--- config.mk ---
export PLATFORM = sky130hd
export DESIGN_NAME = xbm_raster_bit_expander
export DESIGN_NICKNAME = d
export VERILOG_FILES = /design/src/hw/rtl/xbm_pkg.sv /design/src/hw/rtl/xbm_cfg_regs.sv /design/src/hw/rtl/xbm_front.sv /design/src/hw/rtl/xbm_queue.sv /design/src/hw/rtl/xbm_back.sv /design/src/hw/rtl/xbm_raster_bit_expander.sv
export SDC_FILE = /design/constraint.sdc
export NUM_CORES = 1
export LEC_CHECK = 0
export ABC_AREA = 1
export BUFFER_PORTS_ARGS = -buffer_cell sky130_fd_sc_hd__buf_2
export CORE_UTILIZATION = 40
export DETAILED_ROUTE_END_ITERATION = 10
export GPL_TIMING_DRIVEN = 0
export PLACE_DENSITY = 0.53
export SYNTH_ARGS = -nofsm -noshare
export SYNTH_HDL_FRONTEND = slang
export SYNTH_SLANG_ARGS = --single-unit
--- constraint.sdc ---
create_clock -name i_clk -period 8 [get_ports i_clk]
set_clock_uncertainty 0.1 [all_clocks]
set_input_delay 0 -clock i_clk [delete_from_list [all_inputs] [get_ports i_clk]]
set_output_delay 0 -clock i_clk [all_outputs]
set_load 0.05 [all_outputs]
--- src/hw/rtl/xbm_pkg.sv ---
// ----------------------------------------------------------------------------
// xbm_pkg
// Shared types and constants of the raster bit expander.
// ----------------------------------------------------------------------------
package xbm_pkg;

    localparam int MAX_WIDTH   = 4096;
    localparam int MAX_HEIGHT  = 4096;
    localparam int DIM_W       = 13;
    localparam int ROW_W       = 12;
    localparam int BYTE_W      = 10;
    localparam int CNT_W       = 5;
    localparam int WORD_W      = 16;
    localparam int PIX_W       = 8;
    localparam int CFG_IDX_W   = 3;
    localparam int CFG_DATA_W  = 13;
    localparam int QUEUE_DEPTH = 4;
    localparam int QUEUE_AW    = $clog2(QUEUE_DEPTH);

    typedef enum logic [CFG_IDX_W-1:0] {
        REG_WIDTH  = 3'd0,
        REG_HEIGHT = 3'd1,
        REG_X10    = 3'd2,
        REG_SET    = 3'd3,
        REG_CLEAR  = 3'd4
    } t_xbm_reg;

    typedef struct packed {
        logic [DIM_W-1:0]  width;
        logic [DIM_W-1:0]  height;
        logic [BYTE_W-1:0] data_bytes;
        logic              x10;
    } t_xbm_geom;

    typedef struct packed {
        logic [PIX_W-1:0] set_index;
        logic [PIX_W-1:0] clear_index;
    } t_xbm_colour;

    typedef struct packed {
        logic [WORD_W-1:0] word;
        logic [CNT_W-1:0]  count;
        logic              last_img;
    } t_xbm_entry;

    // Map a written size onto 1 .. maxv.
    function automatic logic [DIM_W-1:0] clamp_size(input logic [DIM_W-1:0] v,
                                                    input logic [DIM_W-1:0] maxv);
        logic [DIM_W-1:0] r;
        r = v;
        if (v == '0) begin
            r = DIM_W'(1);
        end else if (v > maxv) begin
            r = maxv;
        end
        return r;
    endfunction

endpackage

--- src/hw/rtl/xbm_cfg_regs.sv ---
// ----------------------------------------------------------------------------
// xbm_cfg_regs
// Configuration register file; sizes are stored already clamped.
// ----------------------------------------------------------------------------
module xbm_cfg_regs (
    input  logic                             i_clk,
    input  logic                             i_rst_n,
    input  logic                             i_cfg_valid,
    input  logic [xbm_pkg::CFG_IDX_W-1:0]    i_cfg_index,
    input  logic [xbm_pkg::CFG_DATA_W-1:0]   i_cfg_data,
    output xbm_pkg::t_xbm_geom               o_geom,
    output xbm_pkg::t_xbm_colour             o_colour,
    output logic                             o_restart
);
    import xbm_pkg::*;

    localparam logic [DIM_W-1:0] MaxW = DIM_W'(MAX_WIDTH);
    localparam logic [DIM_W-1:0] MaxH = DIM_W'(MAX_HEIGHT);

    t_xbm_geom        r_geom;
    t_xbm_colour      r_colour;
    logic [DIM_W-1:0] w_clamped;
    logic [DIM_W:0]   w_round;

    assign w_clamped = clamp_size(i_cfg_data, MaxW);
    assign w_round   = {1'b0, w_clamped} + (DIM_W+1)'(7);

    always_comb begin
        o_restart = 1'b0;
        if (i_cfg_valid) begin
            unique case (t_xbm_reg'(i_cfg_index))
                REG_WIDTH, REG_HEIGHT, REG_X10: o_restart = 1'b1;
                default:                        o_restart = 1'b0;
            endcase
        end
    end

    always_ff @(posedge i_clk) begin
        if (!i_rst_n) begin
            r_geom.width       <= DIM_W'(1);
            r_geom.height      <= DIM_W'(1);
            r_geom.data_bytes  <= BYTE_W'(1);
            r_geom.x10         <= 1'b0;
            r_colour.set_index   <= '0;
            r_colour.clear_index <= PIX_W'(1);
        end else if (i_cfg_valid) begin
            unique case (t_xbm_reg'(i_cfg_index))
                REG_WIDTH: begin
                    r_geom.width      <= w_clamped;
                    r_geom.data_bytes <= w_round[BYTE_W+2:3];
                end
                REG_HEIGHT: r_geom.height        <= clamp_size(i_cfg_data, MaxH);
                REG_X10:    r_geom.x10           <= i_cfg_data[0];
                REG_SET:    r_colour.set_index   <= i_cfg_data[PIX_W-1:0];
                REG_CLEAR:  r_colour.clear_index <= i_cfg_data[PIX_W-1:0];
                default: begin
                    // unknown index: drop the write
                end
            endcase
        end
    end

    assign o_geom   = r_geom;
    assign o_colour = r_colour;

endmodule

--- src/hw/rtl/xbm_front.sv ---
// ----------------------------------------------------------------------------
// xbm_front
// Accepts raster words, tracks line position and classifies each word.
// ----------------------------------------------------------------------------
module xbm_front (
    input  logic                          i_clk,
    input  logic                          i_rst_n,
    input  logic                          i_in_valid,
    output logic                          o_in_ready,
    input  logic [xbm_pkg::WORD_W-1:0]    i_data_word,
    input  xbm_pkg::t_xbm_geom            i_geom,
    input  logic                          i_restart,
    input  logic                          i_full,
    output logic                          o_push,
    output xbm_pkg::t_xbm_entry           o_entry
);
    import xbm_pkg::*;

    logic [BYTE_W-1:0] r_byte, n_byte;
    logic [ROW_W-1:0]  r_row, n_row;
    logic              w_two;
    logic [DIM_W-1:0]  w_rem;
    logic [BYTE_W:0]   w_next_byte;
    logic [ROW_W:0]    w_next_row;
    logic              w_end_line;
    logic              w_end_img;
    logic [CNT_W-1:0]  w_count;

    assign o_in_ready = !i_full;
    assign o_push     = i_in_valid && !i_full;

    assign w_two       = i_geom.x10 &&
                         (({1'b0, r_byte} + (BYTE_W+1)'(1)) < {1'b0, i_geom.data_bytes});
    assign w_rem       = i_geom.width - {r_byte, 3'b000};
    assign w_next_byte = {1'b0, r_byte} + (w_two ? (BYTE_W+1)'(2) : (BYTE_W+1)'(1));
    assign w_end_line  = w_next_byte >= {1'b0, i_geom.data_bytes};
    assign w_next_row  = {1'b0, r_row} + (ROW_W+1)'(1);
    assign w_end_img   = w_end_line && (w_next_row >= i_geom.height);

    always_comb begin
        if (w_two) begin
            w_count = (w_rem >= DIM_W'(16)) ? CNT_W'(16) : w_rem[CNT_W-1:0];
        end else begin
            w_count = (w_rem >= DIM_W'(8)) ? CNT_W'(8) : w_rem[CNT_W-1:0];
        end
    end

    always_comb begin
        n_byte = r_byte;
        n_row  = r_row;
        if (w_end_line) begin
            n_byte = '0;
            n_row  = w_end_img ? '0 : w_next_row[ROW_W-1:0];
        end else begin
            n_byte = w_next_byte[BYTE_W-1:0];
        end
    end

    always_ff @(posedge i_clk) begin
        if (!i_rst_n || i_restart) begin
            r_byte <= '0;
            r_row  <= '0;
        end else if (o_push) begin
            r_byte <= n_byte;
            r_row  <= n_row;
        end
    end

    assign o_entry.word     = i_data_word;
    assign o_entry.count    = w_count;
    assign o_entry.last_img = w_end_img;

endmodule

--- src/hw/rtl/xbm_queue.sv ---
// ----------------------------------------------------------------------------
// xbm_queue
// Short FIFO of classified words between front and back.
// ----------------------------------------------------------------------------
module xbm_queue (
    input  logic                 i_clk,
    input  logic                 i_rst_n,
    input  logic                 i_push,
    input  xbm_pkg::t_xbm_entry  i_entry,
    output logic                 o_full,
    output logic                 o_valid,
    output xbm_pkg::t_xbm_entry  o_entry,
    input  logic                 i_pop
);
    import xbm_pkg::*;

    t_xbm_entry          r_mem [QUEUE_DEPTH];
    logic [QUEUE_AW-1:0] r_wr_ptr;
    logic [QUEUE_AW-1:0] r_rd_ptr;
    logic [QUEUE_AW:0]   r_level;
    logic                w_pop;

    assign o_full  = r_level == (QUEUE_AW+1)'(QUEUE_DEPTH);
    assign o_valid = r_level != '0;
    assign o_entry = r_mem[r_rd_ptr];
    assign w_pop   = i_pop && o_valid;

    always_ff @(posedge i_clk) begin
        if (i_push) begin
            r_mem[r_wr_ptr] <= i_entry;
        end
    end

    always_ff @(posedge i_clk) begin
        if (!i_rst_n) begin
            r_wr_ptr <= '0;
            r_rd_ptr <= '0;
            r_level  <= '0;
        end else begin
            if (i_push) begin
                r_wr_ptr <= r_wr_ptr + QUEUE_AW'(1);
            end
            if (w_pop) begin
                r_rd_ptr <= r_rd_ptr + QUEUE_AW'(1);
            end
            if (i_push && !w_pop) begin
                r_level <= r_level + (QUEUE_AW+1)'(1);
            end else if (w_pop && !i_push) begin
                r_level <= r_level - (QUEUE_AW+1)'(1);
            end
        end
    end

endmodule

--- src/hw/rtl/xbm_back.sv ---
// ----------------------------------------------------------------------------
// xbm_back
// Expands one queued word into pixel results, one per cycle while the output accepts.
// ----------------------------------------------------------------------------
module xbm_back (
    input  logic                          i_clk,
    input  logic                          i_rst_n,
    input  logic                          i_valid,
    input  xbm_pkg::t_xbm_entry           i_entry,
    output logic                          o_pop,
    input  xbm_pkg::t_xbm_colour          i_colour,
    output logic                          o_out_valid,
    input  logic                          i_out_ready,
    output logic [xbm_pkg::PIX_W-1:0]     o_pixel_index,
    output logic                          o_last_of_word,
    output logic                          o_last_of_image
);
    import xbm_pkg::*;

    localparam int POS_W = $clog2(WORD_W);

    logic              r_busy;
    logic [WORD_W-1:0] r_word;
    logic [CNT_W-1:0]  r_remain;
    logic [POS_W-1:0]  r_pos;
    logic              r_last_img;
    logic              r_out_valid;
    logic [PIX_W-1:0]  r_pix;
    logic              r_low;
    logic              r_loi;
    logic              w_out_free;
    logic              w_emit;
    logic              w_final;
    logic              w_load;

    assign w_out_free = !r_out_valid || i_out_ready;
    assign w_emit     = r_busy && w_out_free;
    assign w_final    = w_emit && (r_remain == CNT_W'(1));
    assign w_load     = i_valid && (!r_busy || w_final);
    assign o_pop      = w_load;

    always_ff @(posedge i_clk) begin
        if (!i_rst_n) begin
            r_busy      <= 1'b0;
            r_out_valid <= 1'b0;
        end else begin
            if (w_load) begin
                r_busy <= 1'b1;
            end else if (w_final) begin
                r_busy <= 1'b0;
            end
            if (w_emit) begin
                r_out_valid <= 1'b1;
            end else if (i_out_ready) begin
                r_out_valid <= 1'b0;
            end
        end
    end

    always_ff @(posedge i_clk) begin
        if (w_load) begin
            r_word     <= i_entry.word;
            r_remain   <= i_entry.count;
            r_pos      <= '0;
            r_last_img <= i_entry.last_img;
        end else if (w_emit) begin
            r_remain <= r_remain - CNT_W'(1);
            r_pos    <= r_pos + POS_W'(1);
        end
        if (w_emit) begin
            r_pix <= r_word[r_pos] ? i_colour.set_index : i_colour.clear_index;
            r_low <= r_remain == CNT_W'(1);
            r_loi <= (r_remain == CNT_W'(1)) && r_last_img;
        end
    end

    assign o_out_valid     = r_out_valid;
    assign o_pixel_index   = r_pix;
    assign o_last_of_word  = r_low;
    assign o_last_of_image = r_loi;

endmodule

--- src/hw/rtl/xbm_raster_bit_expander.sv ---
// ----------------------------------------------------------------------------
// xbm_raster_bit_expander
// Expands XBM raster words (X10 or X11) into 8-bit pixel indices, LSB first.
// ----------------------------------------------------------------------------
//
//  channel  | direction | handshake                  | payload
//  ---------+-----------+----------------------------+--------------------------
//  in       | sink      | i_in_valid / o_in_ready    | i_data_word[15:0]
//  out      | source    | o_out_valid / i_out_ready  | o_pixel_index[7:0],
//           |           |                            | o_last_of_word,
//           |           |                            | o_last_of_image
//  cfg      | sink      | i_cfg_valid / o_cfg_ready  | i_cfg_index[2:0],
//           |           |                            | i_cfg_data[12:0]
//
//  A word is classified in the front on acceptance and yields 1 to 16 pixels
//  in the back, one per cycle while the output accepts (up to 8 per X11 byte,
//  up to 16 per X10 word); the back's serial emitter sets the sustained rate.
//  The front keeps accepting while the four-entry queue has room, so a stalled
//  output fills the queue before o_in_ready drops.
//  Each result passes the queue, the back's word register and output register.
//  Reset is synchronous: position, queue and output valid clear; the config
//  registers return to width 1, height 1, X11, set index 0, clear index 1.
//  Configuration requests are always taken; a geometry write restarts the
//  image position.
//
module xbm_raster_bit_expander (
    input  logic                             i_clk,
    input  logic                             i_rst_n,
    input  logic                             i_in_valid,
    output logic                             o_in_ready,
    input  logic [xbm_pkg::WORD_W-1:0]       i_data_word,
    output logic                             o_out_valid,
    input  logic                             i_out_ready,
    output logic [xbm_pkg::PIX_W-1:0]        o_pixel_index,
    output logic                             o_last_of_word,
    output logic                             o_last_of_image,
    input  logic                             i_cfg_valid,
    output logic                             o_cfg_ready,
    input  logic [xbm_pkg::CFG_IDX_W-1:0]    i_cfg_index,
    input  logic [xbm_pkg::CFG_DATA_W-1:0]   i_cfg_data
);
    import xbm_pkg::*;

    t_xbm_geom   geom;
    t_xbm_colour colour;
    logic        restart;
    logic        q_full;
    logic        q_push;
    logic        q_valid;
    logic        q_pop;
    t_xbm_entry  push_entry;
    t_xbm_entry  head_entry;

    // The register file never stalls a request.
    assign o_cfg_ready = 1'b1;

    xbm_cfg_regs u_cfg (
        .i_clk       (i_clk),
        .i_rst_n     (i_rst_n),
        .i_cfg_valid (i_cfg_valid),
        .i_cfg_index (i_cfg_index),
        .i_cfg_data  (i_cfg_data),
        .o_geom      (geom),
        .o_colour    (colour),
        .o_restart   (restart)
    );

    // Classify each word: pixel count after clipping, end of image.
    xbm_front u_front (
        .i_clk       (i_clk),
        .i_rst_n     (i_rst_n),
        .i_in_valid  (i_in_valid),
        .o_in_ready  (o_in_ready),
        .i_data_word (i_data_word),
        .i_geom      (geom),
        .i_restart   (restart),
        .i_full      (q_full),
        .o_push      (q_push),
        .o_entry     (push_entry)
    );

    // Decouple word acceptance from the pixel-rate back end.
    xbm_queue u_queue (
        .i_clk   (i_clk),
        .i_rst_n (i_rst_n),
        .i_push  (q_push),
        .i_entry (push_entry),
        .o_full  (q_full),
        .o_valid (q_valid),
        .o_entry (head_entry),
        .i_pop   (q_pop)
    );

    // Emit one pixel per cycle; hold the output register under back-pressure.
    xbm_back u_back (
        .i_clk           (i_clk),
        .i_rst_n         (i_rst_n),
        .i_valid         (q_valid),
        .i_entry         (head_entry),
        .o_pop           (q_pop),
        .i_colour        (colour),
        .o_out_valid     (o_out_valid),
        .i_out_ready     (i_out_ready),
        .o_pixel_index   (o_pixel_index),
        .o_last_of_word  (o_last_of_word),
        .o_last_of_image (o_last_of_image)
    );

    // End of image only ever falls on the last pixel of a word.
    a_loi_implies_low : assert property (@(posedge i_clk) disable iff (!i_rst_n)
        o_out_valid |-> (!o_last_of_image || o_last_of_word))
        else $error("last_of_image without last_of_word");

    // The back end pops only a queue entry that exists.
    a_pop_valid : assert property (@(posedge i_clk) disable iff (!i_rst_n)
        q_pop |-> q_valid)
        else $error("queue popped while empty");

    // No word enters while the queue is full.
    a_push_room : assert property (@(posedge i_clk) disable iff (!i_rst_n)
        q_full |-> !q_push)
        else $error("queue pushed while full");

    // Nothing leaves in the cycle after reset.
    a_reset_quiet : assert property (@(posedge i_clk)
        $past(!i_rst_n) |-> !o_out_valid)
        else $error("output valid straight after reset");

endmodule
Word level (Yosys, flattened, before mapping)
Memory sizes are Yosys's and may differ from the RTL's. A register that Yosys moved wholly into a read port is not among the register bits. Cells that the tools add are included.

Add/sub/neg operators: 11. Muxes and demuxes: 25. Equal/unequal tests: 6. $lt $le $gt $ge: 7. Reduce and logical (&&, ||, !) cells: 33.

Operator list (count): $mux 13 (2); $mux 5 (5); $add 12x1->13 const B (1); $add 13x3->13 const B (1); $ge 13x13->1 (1); $ge 13x4->1 const B (1); $ge 13x5->1 const B (1); $gt 13x13->1 const B (1); $logic_not 13->1 (1); $sub 13x13->13 (1); $mux 12 (1); $reduce_and 2->1 (6); $add 10x1->11 const B (1); $add 10x11->11 (1); $ge 11x10->1 (1); $lt 11x10->1 (1); $logic_and 1x1->1 (10); $mux 10 (1); $mux 1 (9); $mux 8 (1); $reduce_bool 2->1 (4); $eq 3x2->1 const B (2); $eq 3x3->1 const B (2); $logic_not 1->1 (6); other kinds (15) (21).

Input port bits: 37. Word-level logic and storage cells: 103. Output and inout bits: 13. Memories kept: 1. Flip-flop bits (word level): 120. RAM bits: 88.

Memories: u_queue.r_mem (depth 4, bits a word 22, read ports 1, clocked after Yosys merged registers in 1, wr ports 1, RTL line xbm_queue.sv:17) `t_xbm_entry r_mem [QUEUE_DEPTH];`.

Logic depth before layout (Yosys ltp)
Word-level depth: 10. Depth in mapped cells: 34. Mapped depth without buffers: 33.

Cells and area by module
From an unflattened synthesis, not the netlist that was laid out.

Cells, all modules: 1197. Area total of the unflattened synthesis: 10829.1 sq um.

Modules (own cells, without submodules): xbm_queue (area an instance 3767.4 sq um, sequential area each 2822.7 sq um, cells each 276, times used 1); xbm_front (area an instance 2996.6 sq um, sequential area each 440.4 sq um, cells each 452, times used 1); xbm_cfg_regs (area an instance 2275.9 sq um, sequential area each 1061.0 sq um, cells each 300, times used 1); xbm_back (area an instance 1778.0 sq um, sequential area each 1081.0 sq um, cells each 167, times used 1); xbm_raster_bit_expander (area an instance 11.3 sq um, sequential area each 0.0 sq um, cells each 2, times used 1).

Worst setup path after synthesis
OpenSTA, ideal clock, no wires.

Kind: reg-to-reg. From: register u_front.r_byte[1]. To: register u_front.r_row[11]. Library setup time: 0.067 ns. Stages on the path, launching flop included: 31. Clock period less this slack: 4.089 ns. Data arrival time: 3.922 ns. Buffers on the path: 1. Setup slack: 3.911 ns. Data required time: 7.833 ns. Cell sequence: dfxtp_1 ha_1 inv_1 nor2_4 nand2_1 xor2_1 ha_1 a21o_1 nor2_1 nand2_1 nand2_4 nand2_2 ha_1 ha_1 inv_1 a21oi_2 nand2_1 xor2_1 inv_1 ha_1 nand2_1 nor2_1 nand2_1 nand3_1 nand2_1 nand3b_1 nand3_1 nand3_4 buf_8 nand4_2 a21oi_2.

Longest elaborated chain between the ends: 8. Elaborated cells between the ends (all ways): 9. Those cells by class: 2 x add/sub; 2 x order compare; 2 x mux; 3 x reduce/logical.

RTL lines: from (decl) (RTL line xbm_front.sv:19) `logic [BYTE_W-1:0] r_byte, n_byte;`; from (signal assigned) (RTL line xbm_front.sv:64) `r_byte <= n_byte;`; $add 10x1->11 (RTL line xbm_front.sv:33) `(({1'b0, r_byte} + (BYTE_W+1)'(1)) < {1'b0, i_geom.data_bytes});`; $lt 11x10->1 (RTL line xbm_front.sv:33); $logic_and 1x1->1 (RTL line xbm_front.sv:32) `assign w_two = i_geom.x10 &&`; $mux 2 (RTL line xbm_front.sv:35) `assign w_next_byte = {1'b0, r_byte} + (w_two ? (BYTE_W+1)'(2) : (BYTE_W+1)'(1));`; $add 10x11->11 (*) (RTL line xbm_front.sv:35); $ge 11x10->1 (*) (RTL line xbm_front.sv:36) `assign w_end_line = w_next_byte >= {1'b0, i_geom.data_bytes};`; $logic_and 1x1->1 (RTL line xbm_front.sv:38) `assign w_end_img = w_end_line && (w_next_row >= i_geom.height);`; $mux 12 (RTL line xbm_front.sv:53) `n_row = w_end_img ? '0 : w_next_row[ROW_W-1:0];`; to (signal assigned) (RTL line xbm_front.sv:65) `r_row <= n_row;`; to (decl) (RTL line xbm_front.sv:20) `logic [ROW_W-1:0] r_row, n_row;`.

Every way passes the cells marked *; elsewhere a longest branch is shown, timed or not. A chain may end at the register's enable or synchronous reset.

Worst setup path after layout
Ends and elaborated chain as after synthesis.

==> impl_metrics.yaml <==
clock_network:
  clk_root_buffer_cell: "clkbuf_16"
  cts_buffer_depth: 3
  tritoncts: "done"
  clk_latency_ps: 510
  cts_made_buffers: 23
  htree_levels: 1
  cts_resized: 0
  cts.clk_slew.worst_paths_ps: 60
  clock-sinks: 210
sta:
  slew_viol_final: 0
  fmax_mhz: 210
  final_hold_viol_count: 0
  finalSetupViolations: 0
  relSlewSlack_pct: 14.7
  rsz0062_at_grt: "no"
  worst-slew-pin-transition_ps: 1280
  fin_crit_ps: 4770
  period_share_pct: 59.6
  tns_ps: 0
finish:
  syn2layout_area_growth_pct: 18.3
  final_nets: 1289
  post-route-util_pct: 48.8
  final_cells: 1538
  num_antenna_cells: 0
  drive_gt1_share_pct: 11.0
yosys:
  ys_warn_count: 0
  ys_seq_elements: 210
  async_flop_share_pct: 0
  ys_top_cells_by_count: "nand2_1, inv_1, edfxtp_1"
  synth_area_leaders: "edfxtp_1, dfxtp_1, ha_1"
  synth.avg_cell_area_sq_um: 9.45
  syn-num-nets: 1167
  yosysSeqAreaShare_pct: 53.2
  synth_top_cell_by_area: "edfxtp_1"
  synth.top_cell.area_share_pct: 35.5
  dominantRegCellSynth: "edfxtp_1"
  synth_edf_count: 120
  ys_types: 55
  syn_area_sq_mm: 0.0102
  yosysMostFrequentCell: "nand2_1"
  netlist_instances: 1075
grt:
  grt_pass1_wl_microns: 39500
  antenna_found_initial: 1
  grt_pass1_vias: 7202
  grt_max_degree: 27
  grt_usage_pct: 19.4
  grt.overflow.total: 0
critical_path:
  end_kind: "flop"
  crit_path_top_delay_cell: "dfxtp_1"
  crit_fanout: 10
  start_kind: "flop"
  r2r_slack_ps: 3230
  worst_ep_required_time_ps: 8340
  slowest_delay_ps: 460
  regToRegEndpoint: "u_front.r_row[11]"
  arrival_ps: 5100
  criticalPathCategory: "flop to flop"
  r2r-start: "u_front.r_byte[1]"
  worst-r2r-cell-count: 32
  cp_common_cell: "nand2_1"
power_and_ir_drop:
  p_total_mw: 3.21
  leakage_nw: 4.89
  vdd_drop_max_mv: 0.147
  power_density_mw_per_mm2: 267
floorplan:
  placementRows: 57
  pin_count: 50
  die_h_microns: 161
  dieArea_sq_mm: 0.0260
  die_w_microns: 161
  initial_core_util_pct: 41.3
  core_sq_mm: 0.0246
drt:
  routedWlPerCell_microns: 16.2
  drc: 0
  dr.pass1.iters: 5
  drtAntennaViolNets: 0
  routed_wl_microns: 25000
  viasPerCell: 5.12
  dr_total_vias: 7868
  first_iter_violations: 554
min_path:
  whs_endpoint: "u_queue.r_mem[1][11]"
  min_from: "i_data_word[5]"
  hold_path_depth: 2
  worst_hold_path_type: "input pin to flop"
outcome:
  outcome: "finished clean"
placed_design:
  dp_cells: 1450
  io_buffers: 47
  gp_congestion: 0.836
  hpwlAfterDp_microns: 18000
job:
  drv_cap: 0
-- worst max-delay path, delay by kind of cell (launching register included) --
family | cells | cell delay, ps
AO/OA/AOI/OAI | 3 | 560
XOR/XNOR | 2 | 280
adder cells (fa/ha/maj) | 4 | 950
buffers and inverters | 5 | 460
flip-flops | 1 | 460
AND/OR/NAND/NOR | 18 | 1880
-- through the flow --
stage | cell area (sq um) | worst slack [ps] | hold slack [ps]
3_3_place_gp | 10800 | 3270 | 118
5_1_grt | 12000 | 2750 | 149
4_1_cts | 12000 | 3260 | 122
2_1_floorplan | 10200 | 3910 | -1.13
6_report | 12000 | 3230 | 150
3_5_place_dp | 10900 | 3280 | 119
-- power by group --
part | internal, mW | leakage, nW | switching [mW] | total [mW]
logic | 0.244 | 2.70 | 0.578 | 0.822
clock network | 0.558 | 0.348 | 0.419 | 0.977
registers | 1.36 | 1.85 | 0.0574 | 1.41
-- cell families (layout without fill, tap and decap cells) --
| group | Yosys count | in the layout | synth area share, % |
|---|---|---|---|
| other cells | 1 | 1 | 0.0369 |
| flops | 210 | 210 | 53.2 |
| simple gates | 325 | 325 | 14.6 |
| buf+inv | 174 | 313 | 6.85 |
| compound gates | 264 | 264 | 14.2 |
| mux | 10 | 10 | 1.08 |
| xor+xnor | 36 | 36 | 3.10 |
| fa+ha+maj | 55 | 55 | 6.92 |
-- state kept, by name, summed over array words and instances, names as in the netlist, 4 cells and up, named ones only --
| name | flops |
|---|---|
| u_front.r_row | 12 |
| u_back.o_pixel_index | 8 |
| u_back.r_pos | 4 |
| u_back.r_remain | 5 |
| u_cfg.o_geom | 37 |
| u_front.r_byte | 10 |
| u_cfg.o_colour | 16 |
| u_queue.r_mem | 88 |
| u_back.r_word | 16 |
-- what timing repair did --
action | in CTS | in global routing
setup buffers | 0 | 0
endpoints found under the hold margin | 124 | 0
hold buffers | 46 | 0
-- worst max path at each step --
stage,start,end,slack [ps]
3_3_place_gp,u_front.r_byte[1],u_front.r_row[3],3270
2_1_floorplan,u_front.r_byte[1],u_front.r_row[11],3910
5_1_grt,u_front.r_byte[1],u_front.r_row[6],2750
4_1_cts,u_front.r_byte[1],u_front.r_row[11],3260
3_5_place_dp,u_front.r_byte[1],u_front.r_row[11],3280
6_report,u_front.r_byte[1],u_front.r_row[11],3230
-- cells in the final DEF, fill, tap and decap left out, drive strengths merged, types with 26 or more instances in the layout --
| cell | n |
|---|---|
| nand3 | 27 |
| nand4 | 26 |
| nand2 | 147 |
| nor2 | 107 |
| inv | 132 |
| edfxtp | 120 |
| xor2 | 31 |
| dlygate4sd3 | 46 |
| buf | 59 |
| ha | 53 |
| a21oi | 100 |
| dfxtp | 90 |
| o21ai | 115 |
| clkbuf | 65 |
-- area by class of cell --
cell class	instances	area [sq um]
Clock buffer	31	636
Clock inverter	11	58.8
Inverter	132	495
Fill cell	2333	12600
Buffer	42	200
Sequential cell	210	5410
Multi-Input combinational cell	691	4070
Timing Repair Buffer	97	752
Tap cell	324	405
-- metal layers --
| metal | routed length, microns | global-route usage [%] |
|---|---|---|
| met5 | 0 | 0 |
| met4 | 312 | 3.99 |
| met3 | 1250 | 2.75 |
| met2 | 10900 | 29.4 |
| met1 | 12500 | 29.4 |
Note: power is estimated with default switching activity, not from simulation.
